File: config.mk
export PLATFORM = sky130hd
export DESIGN_NAME = psd_sqrt_cell
export DESIGN_NICKNAME = d
export VERILOG_FILES = /design/src/hdl/psd_pkg.sv /design/src/hdl/psd_sqrt_cell.sv
export SDC_FILE = /design/constraint.sdc
export NUM_CORES = 1
export LEC_CHECK = 0
export BUFFER_PORTS_ARGS = -buffer_cell sky130_fd_sc_hd__buf_2
export CAP_MARGIN = 40
export CELL_PAD_IN_SITES_DETAIL_PLACEMENT = 1
export CELL_PAD_IN_SITES_GLOBAL_PLACEMENT = 2
export CORE_MARGIN = 10
export CORE_UTILIZATION = 26
export DETAILED_ROUTE_END_ITERATION = 10
export PLACE_DENSITY_LB_ADDON = 0.2
export SYNTH_ARGS = -nofsm -noshare
export SYNTH_HDL_FRONTEND = slang
export SYNTH_SLANG_ARGS = --single-unit
File: constraint.sdc
create_clock -name clk -period 0.8 [get_ports clk]
set_input_delay 0.08 -clock clk [delete_from_list [all_inputs] [get_ports clk]]
set_output_delay 0.08 -clock clk [all_outputs]
set_load 0.05 [all_outputs]
File: src/hdl/psd_pkg.sv
// Shared types for the point-to-segment distance pipeline.
// Used by the division cells, the square-root cells and the top level.
package psd_pkg;

	// Control word that travels with each item through a row of cells.
	typedef struct packed {
		logic vld;    // item present in this stage
		logic inner;  // projection fell on the segment
	} psd_ctl_t;

endpackage

File: src/hdl/psd_sqrt_cell.sv
// One digit of a restoring integer square root: take two operand bits, settle one root bit.
// Depends on psd_pkg for the control word.
module psd_sqrt_cell #(
	parameter int NB = 18
) (
	input  logic                 clk,
	input  logic                 arst_n,
	input  psd_pkg::psd_ctl_t    ctl_i,
	input  logic [2*NB-1:0]      op_i,
	input  logic [NB-1:0]        root_i,
	input  logic [NB+1:0]        rem_i,
	output psd_pkg::psd_ctl_t    ctl_o,
	output logic [2*NB-1:0]      op_o,
	output logic [NB-1:0]        root_o,
	output logic [NB+1:0]        rem_o
);

	logic [NB+3:0]     part;
	logic [NB+3:0]     trial;
	logic [NB+3:0]     diff;
	logic              fits;
	psd_pkg::psd_ctl_t ctl_q;
	logic [2*NB-1:0]   op_q;
	logic [NB-1:0]     root_q;
	logic [NB+1:0]     rem_q;

	assign part  = {rem_i, op_i[2*NB-1 -: 2]};
	assign trial = {2'b00, root_i, 2'b01};
	assign diff  = part - trial;
	assign fits  = (part >= trial);

	always_ff @(posedge clk or negedge arst_n) begin
		if (!arst_n) begin
			ctl_q <= '0;
		end else begin
			ctl_q <= ctl_i;
		end
	end

	always_ff @(posedge clk) begin
		op_q   <= {op_i[2*NB-3:0], 2'b00};
		root_q <= {root_i[NB-2:0], fits};
		rem_q  <= fits ? diff[NB+1:0] : part[NB+1:0];
	end

	assign ctl_o  = ctl_q;
	assign op_o   = op_q;
	assign root_o = root_q;
	assign rem_o  = rem_q;

endmodule

==> flow_metrics.py <==
metrics = {
    "synth": {
        "synth_cell_type_count": 44,
        "number_of_synthesis_warnings": 0,
        "syn_avg_cell_area_sq_um": 10.99,
        "synth-edff-count": 0,
        "syn-instance-count": 268,
        "ff_latch_count_synth": 74,
        "async_set_or_reset_flop_fraction_in_the_synthesized_netlist": 0.02703,
        "ys_seq_area_frac": 0.5066,
        "synthFlopType": "sky130_fd_sc_hd__dfxtp_1",
        "synth.cell_area_sq_um": 2944,
    },
    "setup_path": {
        "crit_path_cell_trace": "buf_8 > inv_4 > ha_4 > and2_4 > a221o_1 > a21oi_2 > o31ai_2 > o211ai_2 > buf_12 > mux2_4",
        "critPathSlowestCell": "sky130_fd_sc_hd__a221o_1",
        "critPathMaxStageDelay_ns": 0.35,
        "cp.arrival_ns": 1.97,
        "crit_path_max_fanout": 13,
        "worstPathRequired_ns": 1.02,
        "worstPathBufferInverterCount": 3,
        "cpLargestDelayFamily": "compound AO/OA/AOI/OAI gates",
        "start_kind": "input pin",
        "timing_worst_setup_path_type": "in -> reg",
        "endpoint_kind": "flip-flop",
    },
    "sta": {
        "timing.setup.tns_ns": -26.12,
        "finalWorstPathRequiredPeriod_ns": 1.747,
        "setup_viol": 95,
        "slew_violations": 0,
        "grt_setup_unrepaired": "true",
        "fmax_mhz": 572.4,
        "timing_hold_violations_final": 0,
        "postLayoutSetupSlackWorst_ns": -0.9471,
        "final_cycle_utilization_of_the_critical_path": 2.184,
    },
    "floorplan": {
        "initial_core_util": 0.2681,
        "coreArea_sq_um": 10980,
        "rows": 38,
        "boundaryPins": 154,
        "die_w_microns": 126.4,
        "dieArea_sq_um": 15980,
        "die_h_microns": 126.4,
    },
    "finish": {
        "fin_cells": 709,
        "num-fill-cells": 1153,
        "post_route_cells_drive_above_1_share": 0.6573,
        "diodes": 0,
        "syn_to_final_growth_pct": 118.5,
        "layout.nets": 662,
        "register_area_sq_um": 1582,
        "footprint_of_the_multi_input_gates_sq_um": 1523,
        "post-route-util": 0.5858,
    },
    "drt": {
        "detail_route.iter0.violations": 98,
        "overall_routed_net_length_microns": 13050,
        "antenna_left": 0,
        "wire_per_inst_microns": 18.40,
        "dr.pass1.iters": 4,
        "num_vias": 3125,
        "drc": 0,
        "via_per_inst": 4.408,
    },
    "clock_network": {
        "tritoncts.num_buffers": 9,
        "tritoncts": "built",
        "clock_path_buffers": 2,
        "cts_root_buffer": "sky130_fd_sc_hd__clkbuf_16",
        "clock_sinks": 74,
        "cts-htree-levels": 3,
        "clk_pin_slew_worst_paths_ns": 0.06,
    },
    "place": {
        "io_buffers": 151,
        "detail_placement_hpwl_microns": 8522,
        "placed_cells_incl_taps": 627,
        "place.gp.congestion": 0.7813,
    },
    "grt": {
        "grt_use_met1": 0.1888,
        "number_of_antenna_violations_at_the_first_check_in_global_routing": 0,
        "groute.layer.met3.usage": 0.06497,
        "gr-usage-all-layers": 0.1631,
        "grt_first_pass_wirelength_microns": 20860,
        "top_usage_layer": "met2",
        "vias_in_the_first_global_route": 3660,
        "global_route.overflow_total": 0,
        "grt_util_met2": 0.2752,
        "maximum_number_of_pins_on_one_net_before_global_route_repair": 14,
    },
    "hold_path": {
        "worstHoldPathType": "in -> reg",
        "hold-path-cell-count": 2,
        "hold_path_startpoint": "rem_i[13]",
        "min_delay_worst_endpoint": "rem_o[15]",
    },
    "power": {
        "power.density_nw_per_um2": 2151,
        "max-vdd-ir-drop_uv": 1269,
        "leakage_uw": 0.002975,
    },
    "status": {
        "failed_checks": "negative setup slack",
        "status": "finished with violations",
    },
    "flow_run": {
        "timing.max_cap.violations": 0,
    },
}
## registers in the layout (all words and copies together), names as in the netlist
register / flops
root_o: 18
ctl_o: 2
op_o: 34
rem_o: 20
## synth_stat cells (all sizes together) (4+ instances only)
cell / count / area share
nand3: 6 / 0.010
o21ai: 9 / 0.015
buf: 5 / 0.017
inv: 27 / 0.034
xnor2: 9 / 0.027
o31ai: 4 / 0.010
a21oi: 17 / 0.031
ha: 20 / 0.085
o211ai: 4 / 0.012
a211oi: 5 / 0.013
o21a: 4 / 0.010
nor3: 6 / 0.010
xor2: 9 / 0.027
nand2: 10 / 0.014
nor2: 12 / 0.015
dfxtp: 72 / 0.49
mux2: 18 / 0.091
nor4: 4 / 0.0085
## layout by cell type, fill, tap and decap left out, types with 2 or more instances in the layout
cell type,netlist,layout
sky130_fd_sc_hd__a211oi_1,5,4
sky130_fd_sc_hd__a21o_1,2,2
sky130_fd_sc_hd__a21oi_1,15,13
sky130_fd_sc_hd__a21oi_2,2,2
sky130_fd_sc_hd__a21oi_4,0,2
sky130_fd_sc_hd__a221o_1,2,2
sky130_fd_sc_hd__buf_2,0,72
sky130_fd_sc_hd__buf_4,2,76
sky130_fd_sc_hd__buf_6,3,9
sky130_fd_sc_hd__buf_8,0,72
sky130_fd_sc_hd__clkbuf_16,0,9
sky130_fd_sc_hd__clkbuf_8,0,2
sky130_fd_sc_hd__clkinvlp_4,0,2
sky130_fd_sc_hd__conb_1,1,2
sky130_fd_sc_hd__dfrtp_1,2,2
sky130_fd_sc_hd__dfxtp_2,0,72
sky130_fd_sc_hd__dlygate4sd3_1,0,60
sky130_fd_sc_hd__ha_1,20,9
sky130_fd_sc_hd__ha_4,0,11
sky130_fd_sc_hd__inv_1,27,17
sky130_fd_sc_hd__inv_2,0,6
sky130_fd_sc_hd__inv_4,0,3
sky130_fd_sc_hd__mux2_4,17,17
sky130_fd_sc_hd__mux2i_1,2,2
sky130_fd_sc_hd__nand2_1,9,8
sky130_fd_sc_hd__nand2_2,1,2
sky130_fd_sc_hd__nand3_1,6,6
sky130_fd_sc_hd__nand4_1,2,2
sky130_fd_sc_hd__nor2_1,12,12
sky130_fd_sc_hd__nor2b_1,2,2
sky130_fd_sc_hd__nor3_1,6,6
sky130_fd_sc_hd__nor4_1,4,3
sky130_fd_sc_hd__o211ai_1,3,3
sky130_fd_sc_hd__o21a_1,4,4
sky130_fd_sc_hd__o21ai_0,8,8
sky130_fd_sc_hd__o31ai_1,4,2
sky130_fd_sc_hd__o31ai_2,0,2
sky130_fd_sc_hd__xnor2_1,9,8
sky130_fd_sc_hd__xor2_1,9,9
## cell families (layout without fill, tap and decap cells)
family / after synthesis / count (layout) / synth area share
XOR/XNOR: 18 / 18 / 0.05355
buffers and inverters: 33 / 333 / 0.05227
AND/OR/NAND/NOR: 48 / 48 / 0.08032
flip-flops: 74 / 74 / 0.5066
AO/OA/AOI/OAI: 54 / 54 / 0.1237
other: 1 / 2 / 0.001274
adder cells (fa/ha/maj): 20 / 20 / 0.08500
multiplexers: 20 / 20 / 0.09732
## per-layer routing
| metal | part of all wire | up-vias |
|---|---|---|
| li1 | - | 1524 |
| met1 | 0.43 | 1462 |
| met2 | 0.48 | 126 |
| met3 | 0.079 | 13 |
| met4 | 0.011 | 0 |
| met5 | 0 | - |
## through the flow
step	total power, uW	setup WS [ns]	hold slack (ns)	cell area, sq um
after CTS	13800	-0.9365	0.007831	6349
after floorplan	6948	-1.178	-0.2156	3057
after global routing	14500	-1.097	0.007144	6434
after global placement	8204	-1.391	-0.1333	4486
final	13840	-0.9471	0.01852	6434
after detailed placement	8269	-1.422	-0.1265	4486
## final cells by class
type,count,area share
repair buffers,290,0.4249
flip-flops and latches,74,0.2458
multi-input cells,162,0.2367
clock buffers,12,0.03987
well taps,140,0.02723
inverters,27,0.01770
clock inverters,4,0.007779
## worst max-delay path by stage
| stage | start | endpoint | slack, ns | cells after the start |
|---|---|---|---|---|
| 3_3_place_gp | root_i[15] | rem_o[19] | -1.39 | 10 |
| 3_5_place_dp | root_i[15] | rem_o[19] | -1.42 | 10 |
| 5_1_grt | root_i[2] | rem_o[15] | -1.10 | 11 |
| 4_1_cts | rem_i[14] | rem_o[14] | -0.94 | 9 |
| 6_report | root_i[15] | rem_o[14] | -0.95 | 10 |
| 2_1_floorplan | rem_i[14] | rem_o[10] | -1.18 | 9 |
## report_power, final
part	internal (uW)	total, uW	switching [uW]
clock	2580	4160	1580
sequential	4170	4450	279
combinational	2560	5230	2670
## what timing repair did
action,4_1_cts,5_1_grt
pin swaps,2,1
setup endpoints to repair,95,95
hold endpoints to repair,61,0
buffers inserted,5,1
hold buffers,60,0
gates resized for setup,313,20
No activity file was read; power rests on OpenSTA's default activity.
