==> src/hdl/psd_pkg.sv <==
// Shared types for the point-to-segment distance pipeline.
// Used by the division cells, the square-root cells and the top level.
package psd_pkg;

	// Control word that travels with each item through a row of cells.
	typedef struct packed {
		logic vld;    // item present in this stage
		logic inner;  // projection fell on the segment
	} psd_ctl_t;

endpackage

==> src/hdl/psd_div_cell.sv <==
// One restoring division step: shift in a dividend bit, trial-subtract the divisor.
// Depends on psd_pkg for the control word.
module psd_div_cell #(
	parameter int RW = 33,
	parameter int LW = 35
) (
	input  logic                 clk,
	input  logic                 arst_n,
	input  psd_pkg::psd_ctl_t    ctl_i,
	input  logic [RW-1:0]        div_i,
	input  logic [RW-1:0]        rem_i,
	input  logic [LW-1:0]        low_i,
	output psd_pkg::psd_ctl_t    ctl_o,
	output logic [RW-1:0]        div_o,
	output logic [RW-1:0]        rem_o,
	output logic [LW-1:0]        low_o
);

	logic [RW:0]       trial;
	logic [RW:0]       diff;
	logic              fits;
	psd_pkg::psd_ctl_t ctl_q;
	logic [RW-1:0]     div_q;
	logic [RW-1:0]     rem_q;
	logic [LW-1:0]     low_q;

	assign trial = {rem_i, low_i[LW-1]};
	assign diff  = trial - {1'b0, div_i};
	assign fits  = (trial >= {1'b0, div_i});

	always_ff @(posedge clk or negedge arst_n) begin
		if (!arst_n) begin
			ctl_q <= '0;
		end else begin
			ctl_q <= ctl_i;
		end
	end

	// quotient bits enter at the bottom as dividend bits leave at the top
	always_ff @(posedge clk) begin
		div_q <= div_i;
		rem_q <= fits ? diff[RW-1:0] : trial[RW-1:0];
		low_q <= {low_i[LW-2:0], fits};
	end

	assign ctl_o = ctl_q;
	assign div_o = div_q;
	assign rem_o = rem_q;
	assign low_o = low_q;

endmodule

==> config.mk <==
export PLATFORM = sky130hd
export DESIGN_NAME = psd_div_cell
export DESIGN_NICKNAME = d
export VERILOG_FILES = /design/src/hdl/psd_pkg.sv /design/src/hdl/psd_div_cell.sv
export SDC_FILE = /design/constraint.sdc
export NUM_CORES = 1
export LEC_CHECK = 0
export ABC_CLOCK_PERIOD_IN_PS = 800
export BUFFER_PORTS_ARGS = -buffer_cell sky130_fd_sc_hd__buf_2
export CAP_MARGIN = 40
export CELL_PAD_IN_SITES_DETAIL_PLACEMENT = 1
export CELL_PAD_IN_SITES_GLOBAL_PLACEMENT = 1
export CORE_ASPECT_RATIO = 1.75
export CORE_MARGIN = 2
export CORE_UTILIZATION = 35
export CTS_BUF_LIST = sky130_fd_sc_hd__clkbuf_8
export DETAILED_ROUTE_END_ITERATION = 12
export GPL_ROUTABILITY_DRIVEN = 1
export MAX_ROUTING_LAYER = met4
export PLACE_DENSITY = 0.85
export SLEW_MARGIN = 20
export SYNTH_ARGS = -nofsm -noshare
export SYNTH_HDL_FRONTEND = slang
export SYNTH_SLANG_ARGS = --single-unit
==> constraint.sdc <==
create_clock -name clk -period 0.8 [get_ports clk]
set_clock_uncertainty 0.1 [all_clocks]
set_input_delay 0.04 -clock clk [delete_from_list [all_inputs] [get_ports clk]]
set_output_delay 0.04 -clock clk [all_outputs]
set_load 0.03 [all_outputs]
==> results of run 1 <==
==> metrics by stage <==
| stage | hold WS, ps | setup slack [ps] |
|---|---|---|
| 4_1_cts | -136.6 | -1467 |
| 3_3_place_gp | -275.6 | -1787 |
| 2_1_floorplan | -355.6 | -1606 |
| 3_5_place_dp | -265.5 | -1915 |
==> per-layer routing <==
layer	GRT usage	overflow
met5	-	-
met4	0.9232	95
met3	0.6269	2
met2	1.022	227
met1	0.8218	0
==> cell usage after synthesis (3+ instances only) <==
cell type	count
o21ai_0	26
dfxtp_1	101
ha_1	33
o211ai_1	3
nor4_1	4
a31oi_1	3
a21o_1	10
xnor2_1	16
nor3_1	5
nor2_1	15
buf_6	6
nand2b_1	4
inv_1	43
a21oi_1	34
o21a_1	4
nand2_1	58
a21boi_0	3
a211oi_1	4
nand3_1	8
xor2_1	12
o21ai_2	18
and3_1	7
clkbuf_1	8
o21bai_1	8
o31ai_1	5
nand4_1	3
==> kinds of logic after synthesis <==
kind of cell    after synthesis  synth area share
compound gates              136            0.2141
simple gates                109            0.1093
flops                       103            0.4628
buf+inv                      58           0.05897
fa+ha+maj                    34           0.09670
xor+xnor                     28           0.05478
mux                           1          0.003353
==> repair_timing <==
action,CTS
setup endpoints to repair,137
pin swaps,15
endpoints found under the hold margin,104
gates cloned,3
hold buffers,102
buffers inserted,7
resized for setup,338
==> results.md, run 1 <==
* Status: did not finish
* Failed at: 5_1_grt
* Err: [ERROR GRT-0232] Routing congestion too high. Check the congestion heatmap in the GUI.
* Post-placement cell count at 945
* Clk sink count at 103
* # port buffers at 207
* GR Overflow Total at 324
* Mapped Area at 0.004477 mm2
* Mapped Nets at 608
* Initial Util at 0.3582
* Grt repair worst endpoint: rem_o[9]$_DFF_P_/D
* Worst ep type: register data pin
* Number of distinct library cells after synthesis at 52
* Avg Cell Area, Syn at 9.545 um2
* Synth warnings at 0
* Largest area contributor in the netlist: dfxtp_1
* Sequential area share after synthesis at 0.4628
* Gr usage total at 0.8600
* Root Buffer: clkbuf_8
* Synthesized instance count at 469
* IO Pins at 208
* Share of flip-flops with an asynchronous set or reset at 0.01942
* Number of flops mapped to enable cells by yosys at 0
* Largest cells by area after synthesis: dfxtp_1, ha_1, nand2_1, a21oi_1, inv_1
* Die width at 89.49 um
* RePlAce Congestion at 0.8881
* FF+latch count, synth at 103
* FP Rows at 54
* H-tree Lvls at 3
* Initial antenna violation count at 3
* Die Y at 153.6 um
* Total CTS buffers at 9
* Placed cell areas at 0.006579 mm2
* HPWL Detailed at 13510 um
* Top FF cell, synth: dfxtp_1
* CTS Buffer Depth at 2
* Largest net degree at the start of global routing at 23
* Top cell type's share of synthesized area at 0.4516
==> run 2, diff against run 1 <==
==> config.mk (replaced) <==
export PLATFORM = sky130hd
export DESIGN_NAME = psd_div_cell
export DESIGN_NICKNAME = d
export VERILOG_FILES = /design/src/hdl/psd_pkg.sv /design/src/hdl/psd_div_cell.sv
export SDC_FILE = /design/constraint.sdc
export NUM_CORES = 1
export LEC_CHECK = 0
export ABC_CLOCK_PERIOD_IN_PS = 800
export BUFFER_PORTS_ARGS = -buffer_cell sky130_fd_sc_hd__buf_2
export CAP_MARGIN = 40
export CORE_MARGIN = 2
export CORE_UTILIZATION = 20
export DETAILED_ROUTE_END_ITERATION = 12
export GPL_ROUTABILITY_DRIVEN = 1
export PLACE_DENSITY_LB_ADDON = 0.15
export SLEW_MARGIN = 20
export SYNTH_ARGS = -nofsm -noshare
export SYNTH_HDL_FRONTEND = slang
export SYNTH_SLANG_ARGS = --single-unit
==> run 2 against run 1 <==
The flow now finishes, with violations (negative hold slack, negative setup slack). Synthesized area is the same. Synthesized cell count is the same.
==> results.md, run 2 <==
* Fin cells at 1205
* Top-count cell post-synth: dfxtp_1 (unchanged)
* Routed wire length at 16670 um
* PwrDens at 1813 mW/mm2
* CP max-delay cell: a221o_2
* Mapped Nets at 608 (unchanged)
* Post-place setup slack at -1995 ps (was -1915 ps)
* Total power at 16.91 mW
* Synthesized instance count at 469 (unchanged)
* Largest cells by area after synthesis: dfxtp_1, ha_1, nand2_1, a21oi_1, inv_1 (unchanged)
* WP buf/inv at 4
* CP peak stage delay at 420 ps
* Crit path kind: in -> reg
* Largest net degree at the start of global routing at 21
* Fmax at 455.2 MHz
* Final Hold Vio Count at 3
* Post-placement cell count at 1079 (was 945)
* RSZ-0062 raised after global routing: yes
* P&R area growth vs syn at 108.4%
* GR Overflow Total at 0
* IO Pins at 208 (unchanged)
* RePlAce Congestion at 0.7966 (was 0.8881)
* Hold Crit Class: in -> reg
* Starting DRC count in detailed routing at 137
* Setup crit end kind: register
* WL/cell at 13.84 um
* Number of distinct library cells after synthesis at 52 (unchanged)
* Pins Over Slew Limit at 0
* Number of remaining DRC errors at 0
* Largest register FFs at 35
* Min Tclk post-route at 2197 ps
* Post-route ant nets at 0
* VDD IR-drop max at 0.8260 mV
* CTS Buffer Depth at 2 (unchanged)
* Failing checks: negative hold slack, negative setup slack
* Die width at 153.6 um (was 89.49 um)
* Fraction of power consumed by sequential logic at 0.358
* Rel. slew slack at 0.7302
* Hold slack at -60.38 ps
* Share of flip-flops with an asynchronous set or reset at 0.01942 (unchanged)
* Actual slew at the worst max-slew pin at 401.0 ps
* Worst Setup SP: low_i[34]
* Layout cell share with drive strength beyond 1 at 0.5784
* Vias in the first global route at 5282
* Worst setup SP type: primary input
* Die Y at 153.6 um (unchanged)
* Largest area contributor in the netlist: dfxtp_1 (unchanged)
* Top FF cell, synth: dfxtp_1 (unchanged)
* Static leakage at 4.400 nW
* Crit-path leading delay family: compound AO/OA/AOI/OAI gates
* FP Rows at 54 (unchanged)
* Top cell type's share of synthesized area at 0.4516 (unchanged)
* Most common cell on crit path: buf_12
* Setup TNS Final at -60270 ps
* Final setup viols at 137
* Vias per inst at 4.094
* Period utilisation layout at 2.746
* Mapped Area at 0.004477 mm2 (unchanged)
* Crit path to: rem_o[1]
* Hold_buf cts at 102 (unchanged)
* Critical-path cell list: buf_12 -> inv_12 -> ha_4 -> inv_2 -> fa_2 -> a21o_1 -> a221o_2 -> a21oi_4 -> o41a_4 -> o31ai_4 -> a41oi_4 -> buf_12 -> mux2_4
* Die area at 0.02360 mm2
* Final worst slack at -1397 ps
* First-pass GRT wire length at 26110 um
* Placed cell areas at 0.006884 mm2 (was 0.006579 mm2)
* HPWL Detailed at 12400 um (was 13510 um)
* WP data arrival at 2350 ps
* # port buffers at 207 (unchanged)
* Antenna diodes at 0
* NetSw at 5.648 mW
* Max-cap violations at 0
* FF+latch count, synth at 103 (unchanged)
* Status: complete, but fails checks (was did not finish)
* Root Buffer: clkbuf_16 (was clkbuf_8)
* Initial Util at 0.2045 (was 0.3582)
* Most frequent cells in the layout: buf_4, buf_6, dlygate4sd3_1, buf_2, dfxtp_2
* Fillers at 2143
* Int Pwr at 11.26 mW
* Clk network pwr share at 0.263
* TritonRoute pass-1 iters at 4
* Worst-path clk slew at 80 ps
* H-tree Lvls at 3 (unchanged)
* Worst Path Max Fanout at 7
* Synth warnings at 0 (unchanged)
* Sequential area share after synthesis at 0.4628 (unchanged)
* Clk sink count at 103 (unchanged)
* Avg Cell Area, Syn at 9.545 um2 (unchanged)
* Commonest non-fill, non-tap cell in the layout: buf_4
* Sw Share at 0.3339
* CP required at 950 ps
* Vias at 4933
* Gr usage total at 0.1362
* Number of stages on the worst setup path at 13
* Final net count at 1059
* Final instance area at 0.009330 mm2
* Total CTS buffers at 9 (unchanged)
* Initial antenna violation count at 0
* Post-synth top cells: dfxtp_1, nand2_1, inv_1, a21oi_1, ha_1 (unchanged)
* CTS tree: built
* Combinational group share of total power at 0.379
* Core area at 0.02189 mm2
* Number of flops mapped to enable cells by yosys at 0 (unchanged)
* Final Util at 0.4262
[run 2: cell counts after synthesis]
No cell type changed its count.
[run 2: routing by layer]
layer  track usage  part of all wire
met1        0.1657              0.44
met2        0.2419              0.49
met3       0.02931             0.056
met4       0.03801             0.012
met5             0                 0
[run 2: power groups by stage]
| stage | sequential [mW] | clock (mW) | combinational (mW) |
|---|---|---|---|
| 4_1_cts | 6.06 | 4.63 | 6.11 |
| 2_1_floorplan | 7.03 | 0 | 1.73 |
| 3_5_place_dp | 5.93 | 0 | 5.02 |
| 6_report | 6.06 | 4.45 | 6.40 |
| 3_3_place_gp | 5.94 | 0 | 5.02 |
| 5_1_grt | 6.11 | 4.86 | 6.88 |
[run 2: how the worst min path moves through the flow]
stage,slack (ps),endpoint,depth (start not counted),start
after global placement,-280,ctl_o[0],1,arst_n
after detailed placement,-270,ctl_o[1],1,arst_n
after floorplan,-360,ctl_o[0],0,arst_n
after global routing,-50,rem_o[9],4,rem_i[8]
final,-60,rem_o[9],4,rem_i[8]
after CTS,-100,rem_o[9],4,rem_i[8]
[run 2: cells by family after synthesis]
kind of cell | count (synthesis) | share of synthesized area
buffers and inverters | 58 | 0.05897
and+or+nand+nor | 109 | 0.1093
muxes | 1 | 0.003353
adders and majority gates | 34 | 0.09670
AOI/OAI and AO/OA | 136 | 0.2141
xor gates and xnor gates | 28 | 0.05478
DFF | 103 | 0.4628
[run 2: final cells by class]
cell class                      instances  area, um2  area share
Inverter                               43      173.9     0.01864
Tap cell                              280      350.3     0.03755
Timing Repair Buffer                  455       3920      0.4201
Sequential cell                       103       2198      0.2356
Clock buffer                            9      225.2     0.02414
Clock inverter                          7      73.82    0.007912
Multi-Input combinational cell        308       2389      0.2560
[run 2: timing repair]
item | in CTS | in global routing
gates cloned | 0 | 3
resized for setup | 321 | 54
buffers inserted | 3 | 3
endpoints found under the setup margin | 137 | 137
pin swaps | 12 | 20
hold endpoints to repair | 104 | 3
Note: power is estimated with default switching activity, not from simulation.
==> run 3, diff against run 2 <==
--- a/config.mk
+++ b/config.mk
@@ -5,14 +5,15 @@
 export SDC_FILE = /design/constraint.sdc
 export NUM_CORES = 1
 export LEC_CHECK = 0
-export ABC_CLOCK_PERIOD_IN_PS = 800
+export ABC_CLOCK_PERIOD_IN_PS = 2400
 export BUFFER_PORTS_ARGS = -buffer_cell sky130_fd_sc_hd__buf_2
 export CAP_MARGIN = 40
 export CORE_MARGIN = 2
-export CORE_UTILIZATION = 20
+export CORE_UTILIZATION = 42
 export DETAILED_ROUTE_END_ITERATION = 12
 export GPL_ROUTABILITY_DRIVEN = 1
 export PLACE_DENSITY_LB_ADDON = 0.15
+export RECOVER_POWER = 100
 export SLEW_MARGIN = 20
 export SYNTH_ARGS = -nofsm -noshare
 export SYNTH_HDL_FRONTEND = slang
==> constraint.sdc (replaced) <==
create_clock -name clk -period 2.4 [get_ports clk]
set_clock_uncertainty 0.1 [all_clocks]
set_input_delay 0.12 -clock clk [delete_from_list [all_inputs] [get_ports clk]]
set_output_delay 0.12 -clock clk [all_outputs]
set_load 0.03 [all_outputs]
==> run 3 against run 2 <==
The run now ends clean. Power decreased by 72%. Clock-buffer cell count increased by 1. Sequential share of layout area is 3.8 points higher. Utilization grew 31 points. Global-route usage rose by 11 points. Combinational power decreased by 73%.
==> results.md, run 3 (synthesized netlist as in run 2, its figures left out) <==
* Period utilisation layout at 0.9775
* CP required at 2600 ps (was 950 ps)
* HPWL Detailed at 10110 um (was 12400 um)
* Setup crit end kind: register (unchanged)
* Max-cap violations at 0 (unchanged)
* P&R area growth vs syn at 69.23% (was 108.4%)
* Worst Path Max Fanout at 8 (was 7)
* Hold slack at 116.0 ps (was -60.38 ps)
* CTS tree: built (unchanged)
* FP Rows at 37 (was 54)
* VDD IR-drop max at 0.3232 mV (was 0.8260 mV)
* CP peak stage delay at 400 ps (was 420 ps)
* Starting DRC count in detailed routing at 139 (was 137)
* Worst-path clk slew at 110 ps (was 80 ps)
* Rel. slew slack at 0.6663 (was 0.7302)
* Final Hold Vio Count at 0 (was 3)
* Total CTS buffers at 9 (unchanged)
* GR Overflow Total at 0 (unchanged)
* Vias at 4838 (was 4933)
* Die width at 107.2 um (was 153.6 um)
* PwrDens at 619.4 mW/mm2 (was 1813 mW/mm2)
* Vias per inst at 4.771 (was 4.094)
* Largest register FFs at 35 (unchanged)
* CTS Buffer Depth at 2 (unchanged)
* Final setup viols at 0 (was 137)
* Actual slew at the worst max-slew pin at 496.8 ps (was 401.0 ps)
* # port buffers at 207 (unchanged)
* Hold Crit Start: rem_i[0] (was rem_i[8])
* TritonRoute pass-1 iters at 4 (unchanged)
* RePlAce Congestion at 0.8762 (was 0.7966)
* WL/cell at 14.46 um (was 13.84 um)
* Layout cell share with drive strength beyond 1 at 0.2711 (was 0.5784)
* Status: complete, no violations (was complete, but fails checks)
* Final instance area at 0.007576 mm2 (was 0.009330 mm2)
* CP max-delay cell: a221o_2 (unchanged)
* Die area at 0.01150 mm2 (was 0.02360 mm2)
* Initial antenna violation count at 0 (unchanged)
* Post-route ant nets at 0 (unchanged)
* Routed wire length at 14660 um (was 16670 um)
* Hold Crit Endpoint: rem_o[1] (was rem_o[9])
* Root Buffer: clkbuf_8 (was clkbuf_16)
* Core area at 0.01032 mm2 (was 0.02189 mm2)
* WP data arrival at 2540 ps (was 2350 ps)
* Static leakage at 3.509 nW (was 4.400 nW)
* Clk sink count at 103 (unchanged)
* Die Y at 107.2 um (was 153.6 um)
* Largest net degree at the start of global routing at 24 (was 21)
* Hold Crit Class: in -> reg (unchanged)
* H-tree Lvls at 3 (unchanged)
* Most frequent cells in the layout: clkbuf_1, dlygate4sd3_1, dfxtp_1 (was buf_4, buf_6, dlygate4sd3_1, buf_2, dfxtp_2)
* Fmax at 426.2 MHz
* Number of remaining DRC errors at 0 (unchanged)
* Min-Delay Path Depth at 3 (was 4)
* IO Pins at 208 (unchanged)
* Commonest non-fill, non-tap cell in the layout: clkbuf_1 (was buf_4)
* Pins Over Slew Limit at 0 (unchanged)
* Vias in the first global route at 5008 (was 5282)
* Min Tclk post-route at 2346 ps
* Placed cell areas at 0.006346 mm2 (was 0.006884 mm2)
* Gr usage total at 0.2462 (was 0.1362)
* First-pass GRT wire length at 22580 um (was 26110 um)
* Fillers at 832 (was 2143)
* Final Util at 0.7339 (was 0.4262)
* Critical-path cell list: clkbuf_1 -> ha_4 -> inv_2 -> fa_2 -> a21o_1 -> a221o_2 -> a21oi_4 -> o41a_4 -> o31ai_4 -> a41oi_4 -> buf_8 -> buf_6 -> nand2_1 -> o31ai_2 (was buf_12 -> inv_12 -> ha_4 -> inv_2 -> fa_2 -> a21o_1 -> a221o_2 -> a21oi_4 -> o41a_4 -> o31ai_4 -> a41oi_4 -> buf_12 -> mux2_4)
* Final net count at 1012 (was 1059)
* Crit path kind: in -> reg (unchanged)
* Initial Util at 0.4336 (was 0.2045)
* Worst setup SP type: primary input (unchanged)
* Antenna diodes at 0 (unchanged)
## run 3: cell types whose count changed in the layout (fill, tap and decap cells not counted), sizes merged
cell	before	now
dlygate4sd3	102	105
clkbuf	11	132
buf	351	181
inv	46	45
## run 3: layout make-up
| type | instances | area [um2] | area share |
|---|---|---|---|
| Clock buffer | 10 | 127.6 | 0.01685 |
| Clock inverter | 6 | 55.05 | 0.007267 |
| Inverter | 43 | 173.9 | 0.02296 |
| Multi-Input combinational cell | 308 | 2226 | 0.2938 |
| Sequential cell | 103 | 2072 | 0.2735 |
| Tap cell | 136 | 170.2 | 0.02246 |
| Timing Repair Buffer | 408 | 2751 | 0.3632 |
## run 3: worst max-delay path by stage
| stage | from | end | slack (ps) | depth (start not counted) |
|---|---|---|---|---|
| 6_report | div_i[0] | rem_o[29] | 50 | 14 |
| 3_3_place_gp | div_i[4] | rem_o[29] | -280 | 13 |
| 3_5_place_dp | low_i[34] | rem_o[32] | -380 | 13 |
| 2_1_floorplan | low_i[34] | rem_o[1] | -90 | 12 |
| 5_1_grt | div_i[0] | rem_o[29] | -20 | 14 |
| 4_1_cts | low_i[34] | rem_o[32] | 20 | 13 |
## run 3: routing by layer
| metal | vias up | wire (um) | global-route usage | part of all wire |
|---|---|---|---|---|
| li1 | 2434 | - | - | - |
| met1 | 2247 | 5873 | 0.2705 | 0.40 |
| met2 | 145 | 7790 | 0.4751 | 0.53 |
| met3 | 12 | 850 | 0.04255 | 0.058 |
| met4 | 0 | 146 | 0.07607 | 0.010 |
| met5 | - | 0 | 0 | 0 |
## run 3: report_power, final
group	switching [mW]	internal [mW]
registers	0.0521	1.89
logic	0.985	0.719
clock network	0.650	0.396
total	1.69	3.01
## run 3: worst max-delay path, delay by kind of cell
kind                       cells  cell delay, ps
AOI/OAI and AO/OA              7            1340
and+or+nand+nor                1              80
adders and majority gates      2             490
buffers and inverters          4             510
## run 3: timing repair
item	CTS	global route
endpoints found under the setup margin	0	13
resized for setup	0	21
buffers inserted	0	1
hold endpoints to repair	104	0
hold buffers	105	0
## run 3: metrics by stage
stage | setup TNS (ps) | instances | worst slack [ps] | total power [mW]
CTS | 0 | 1010 | 18.20 | 4.691
finish | 0 | 1014 | 53.95 | 4.692
detailed placement | -8331 | 889 | -382.0 | 3.531
global placement | -7323 | 889 | -282.3 | 3.517
global route | -50.37 | 1014 | -19.66 | 4.929
floorplan | -224.2 | 469 | -86.41 | 2.918
==> run 4, diff against run 3 <==
--- a/config.mk
+++ b/config.mk
@@ -5,10 +5,10 @@
 export SDC_FILE = /design/constraint.sdc
 export NUM_CORES = 1
 export LEC_CHECK = 0
-export ABC_CLOCK_PERIOD_IN_PS = 2400
+export ABC_CLOCK_PERIOD_IN_PS = 2600
 export BUFFER_PORTS_ARGS = -buffer_cell sky130_fd_sc_hd__buf_2
 export CAP_MARGIN = 40
-export CORE_MARGIN = 2
+export CORE_MARGIN = 1
 export CORE_UTILIZATION = 42
 export DETAILED_ROUTE_END_ITERATION = 12
 export GPL_ROUTABILITY_DRIVEN = 1
==> constraint.sdc (replaced) <==
create_clock -name clk -period 2.6 [get_ports clk]
set_clock_uncertainty 0.1 [all_clocks]
set_input_delay 0.13 -clock clk [delete_from_list [all_inputs] [get_ports clk]]
set_output_delay 0.13 -clock clk [all_outputs]
set_load 0.03 [all_outputs]
==> run 4 against run 3 <==
Global-route usage decreased by 0.35 points. Clock power is 8% lower. Sequential share of layout area rose by 1.2 points. Non-clock buffer count fell by 32. Sequential power fell by 8%. Clock-buffer cell count unchanged. Largest cell class unchanged. Worst hold slack lost 43 ps. Combinational power shrank 14%.
==> results.md, run 4 (synthesized netlist as in run 2, its figures left out) <==
* Status: complete, no violations (unchanged)
* IO Pins at 208 (unchanged)
* Max-cap violations at 0 (unchanged)
* VDD IR-drop max at 0.3277 mV (was 0.3232 mV)
* Final Hold Vio Count at 0 (unchanged)
* H-tree Lvls at 3 (unchanged)
* P&R area growth vs syn at 61.91% (was 69.23%)
* Final setup viols at 0 (unchanged)
* Pins Over Slew Limit at 0 (unchanged)
* FP Rows at 37 (unchanged)
* Grt peak-use layer: met2 (unchanged)
* Final worst slack at 90.40 ps (was 53.95 ps)
* Final net count at 980 (was 1012)
* PwrDens at 582.2 mW/mm2 (was 619.4 mW/mm2)
* Die width at 105.2 um (was 107.2 um)
* WL/cell at 13.70 um (was 14.46 um)
* Commonest non-fill, non-tap cell in the layout: clkbuf_1 (unchanged)
* Grt met1 use at 0.2694 (was 0.2705)
* CP max-delay cell: dlygate4sd3_1 (was a221o_2)
* Number of remaining DRC errors at 0 (unchanged)
* Rel. slew slack at 0.6752 (was 0.6663)
* HPWL Detailed at 9591 um (was 10110 um)
* Vias at 4608 (was 4838)
* Post-route ant nets at 0 (unchanged)
* Root Buffer: clkbuf_8 (unchanged)
* Critical-path cell list: dlygate4sd3_1 -> buf_2 -> inv_1 -> ha_2 -> nand4_1 -> clkbuf_1 -> o31ai_4 -> a41oi_4 -> clkbuf_4 -> clkbuf_16 -> o31ai_2 (was clkbuf_1 -> ha_4 -> inv_2 -> fa_2 -> a21o_1 -> a221o_2 -> a21oi_4 -> o41a_4 -> o31ai_4 -> a41oi_4 -> buf_8 -> buf_6 -> nand2_1 -> o31ai_2)
* Crit-path leading delay family: buffers and inverters (was compound AO/OA/AOI/OAI gates)
* Worst-path clk slew at 90 ps (was 110 ps)
* Global Route met3 Usage at 0.03525 (was 0.04255)
* Hold Crit Start: div_i[0] (was rem_i[0])
* Min Tclk post-route at 2510 ps
* Initial antenna violation count at 0 (unchanged)
* Fillers at 878 (was 832)
* CTS tree: built (unchanged)
* Core area at 0.01032 mm2 (unchanged)
* Gr usage total at 0.2428 (was 0.2462)
* Clk sink count at 103 (unchanged)
* Most frequent cells in the layout: clkbuf_1, dlygate4sd3_1, dfxtp_1 (unchanged)
* Largest register FFs at 35 (unchanged)
* Vias in the first global route at 4709 (was 5008)
* Post-place setup slack at -347.1 ps (was -382.0 ps)
* Worst Path Max Fanout at 6 (was 8)
* Worst setup SP type: primary input (unchanged)
* Die Y at 105.2 um (was 107.2 um)
* Layout cell share with drive strength beyond 1 at 0.2352 (was 0.2711)
* Final Util at 0.7021 (was 0.7339)
* Vias per inst at 4.692 (was 4.771)
* Antenna diodes at 0 (unchanged)
* Die area at 0.01108 mm2 (was 0.01150 mm2)
* Static leakage at 3.342 nW (was 3.509 nW)
* Initial Util at 0.4336 (unchanged)
* WP buf/inv at 6 (was 4)
* GR Overflow Total at 0 (unchanged)
* M2 GR Usage at 0.4601 (was 0.4751)
* CTS Buffer Depth at 2 (unchanged)
* Fin cells at 982 (was 1014)
* RSZ-0062 raised after global routing: no
* CP required at 2780 ps (was 2600 ps)
* Actual slew at the worst max-slew pin at 474.9 ps (was 496.8 ps)
* TritonRoute pass-1 iters at 4 (unchanged)
* # port buffers at 207 (unchanged)
* Total CTS buffers at 9 (unchanged)
* First-pass GRT wire length at 21410 um (was 22580 um)
* Hold Crit Class: in -> reg (unchanged)
* Largest net degree at the start of global routing at 22 (was 24)
* Starting DRC count in detailed routing at 137 (was 139)
* Routed wire length at 13450 um (was 14660 um)
* CP peak stage delay at 520 ps (was 400 ps)
* Setup crit end kind: register (unchanged)
* Worst Setup SP: div_i[18] (was div_i[0])
* Fmax at 398.5 MHz
* Period utilisation layout at 0.9652
* Crit path kind: in -> reg (unchanged)
* RePlAce Congestion at 0.8374 (was 0.8762)
* Post-placement cell count at 857 (was 889)
* WP data arrival at 2690 ps (was 2540 ps)
[run 4: changes by cell type in the layout (fill, tap and decap cells not counted), moves of 3 or more]
cell      delta
inv_6        +3
buf_4       -28
o21ai_0      +8
buf_2        +3
clkbuf_1     -3
o21ai_2     -10
[run 4: final timing paths]
kind | cells past startpoint | to
setup / recovery | 11 | rem_o[9]
hold / removal | 3 | rem_o[0]
min in group asynchronous | 3 | ctl_o[1]
max in group asynchronous | 3 | ctl_o[0]
[run 4: cell type report]
cell class	count	area, um2	share of cell area
inverter	43	161.4	0.02227
timing repair buffer	376	2467	0.3404
multi-input combinational	308	2187	0.3017
sequential	103	2072	0.2859
tap	136	170.2	0.02348
clock inverter	6	62.56	0.008631
clock buffer	10	127.6	0.01761
[run 4: per-stage QoR]
stage          instance area (um2)  setup TNS, ps  hold WS, ps  power [mW]
6_report                      7248              0        73.26       4.220
5_1_grt                       7248              0        97.58       4.431
4_1_cts                       7306              0        4.383       4.276
3_5_place_dp                  6075          -4665       -182.6       3.191
3_3_place_gp                  6075          -2408       -186.0       3.176
2_1_floorplan                 4484              0       -265.6       2.688
[run 4: where the power goes]
group	switching (mW)	internal, mW
Combinational	0.862	0.595
Sequential	0.0489	1.74
Clock	0.594	0.376
Total	1.50	2.72
[run 4: routing by layer]
metal	wire (um)	share of wire
met3	641	0.048
met4	229	0.017
met1	5694	0.42
met5	0	0
met2	6882	0.51
[run 4: what timing repair did]
| action | CTS | global route |
|---|---|---|
| hold buffers | 104 | 0 |
| buffers inserted | 0 | 4 |
| resized for setup | 0 | 17 |
| endpoints found under the setup margin | 0 | 26 |
| hold endpoints to repair | 104 | 0 |
[run 4: tightest hold or removal path, cell delays in order]
cell      delay, ps
clkbuf_1        110
ha_1            190
o21ai_2          70
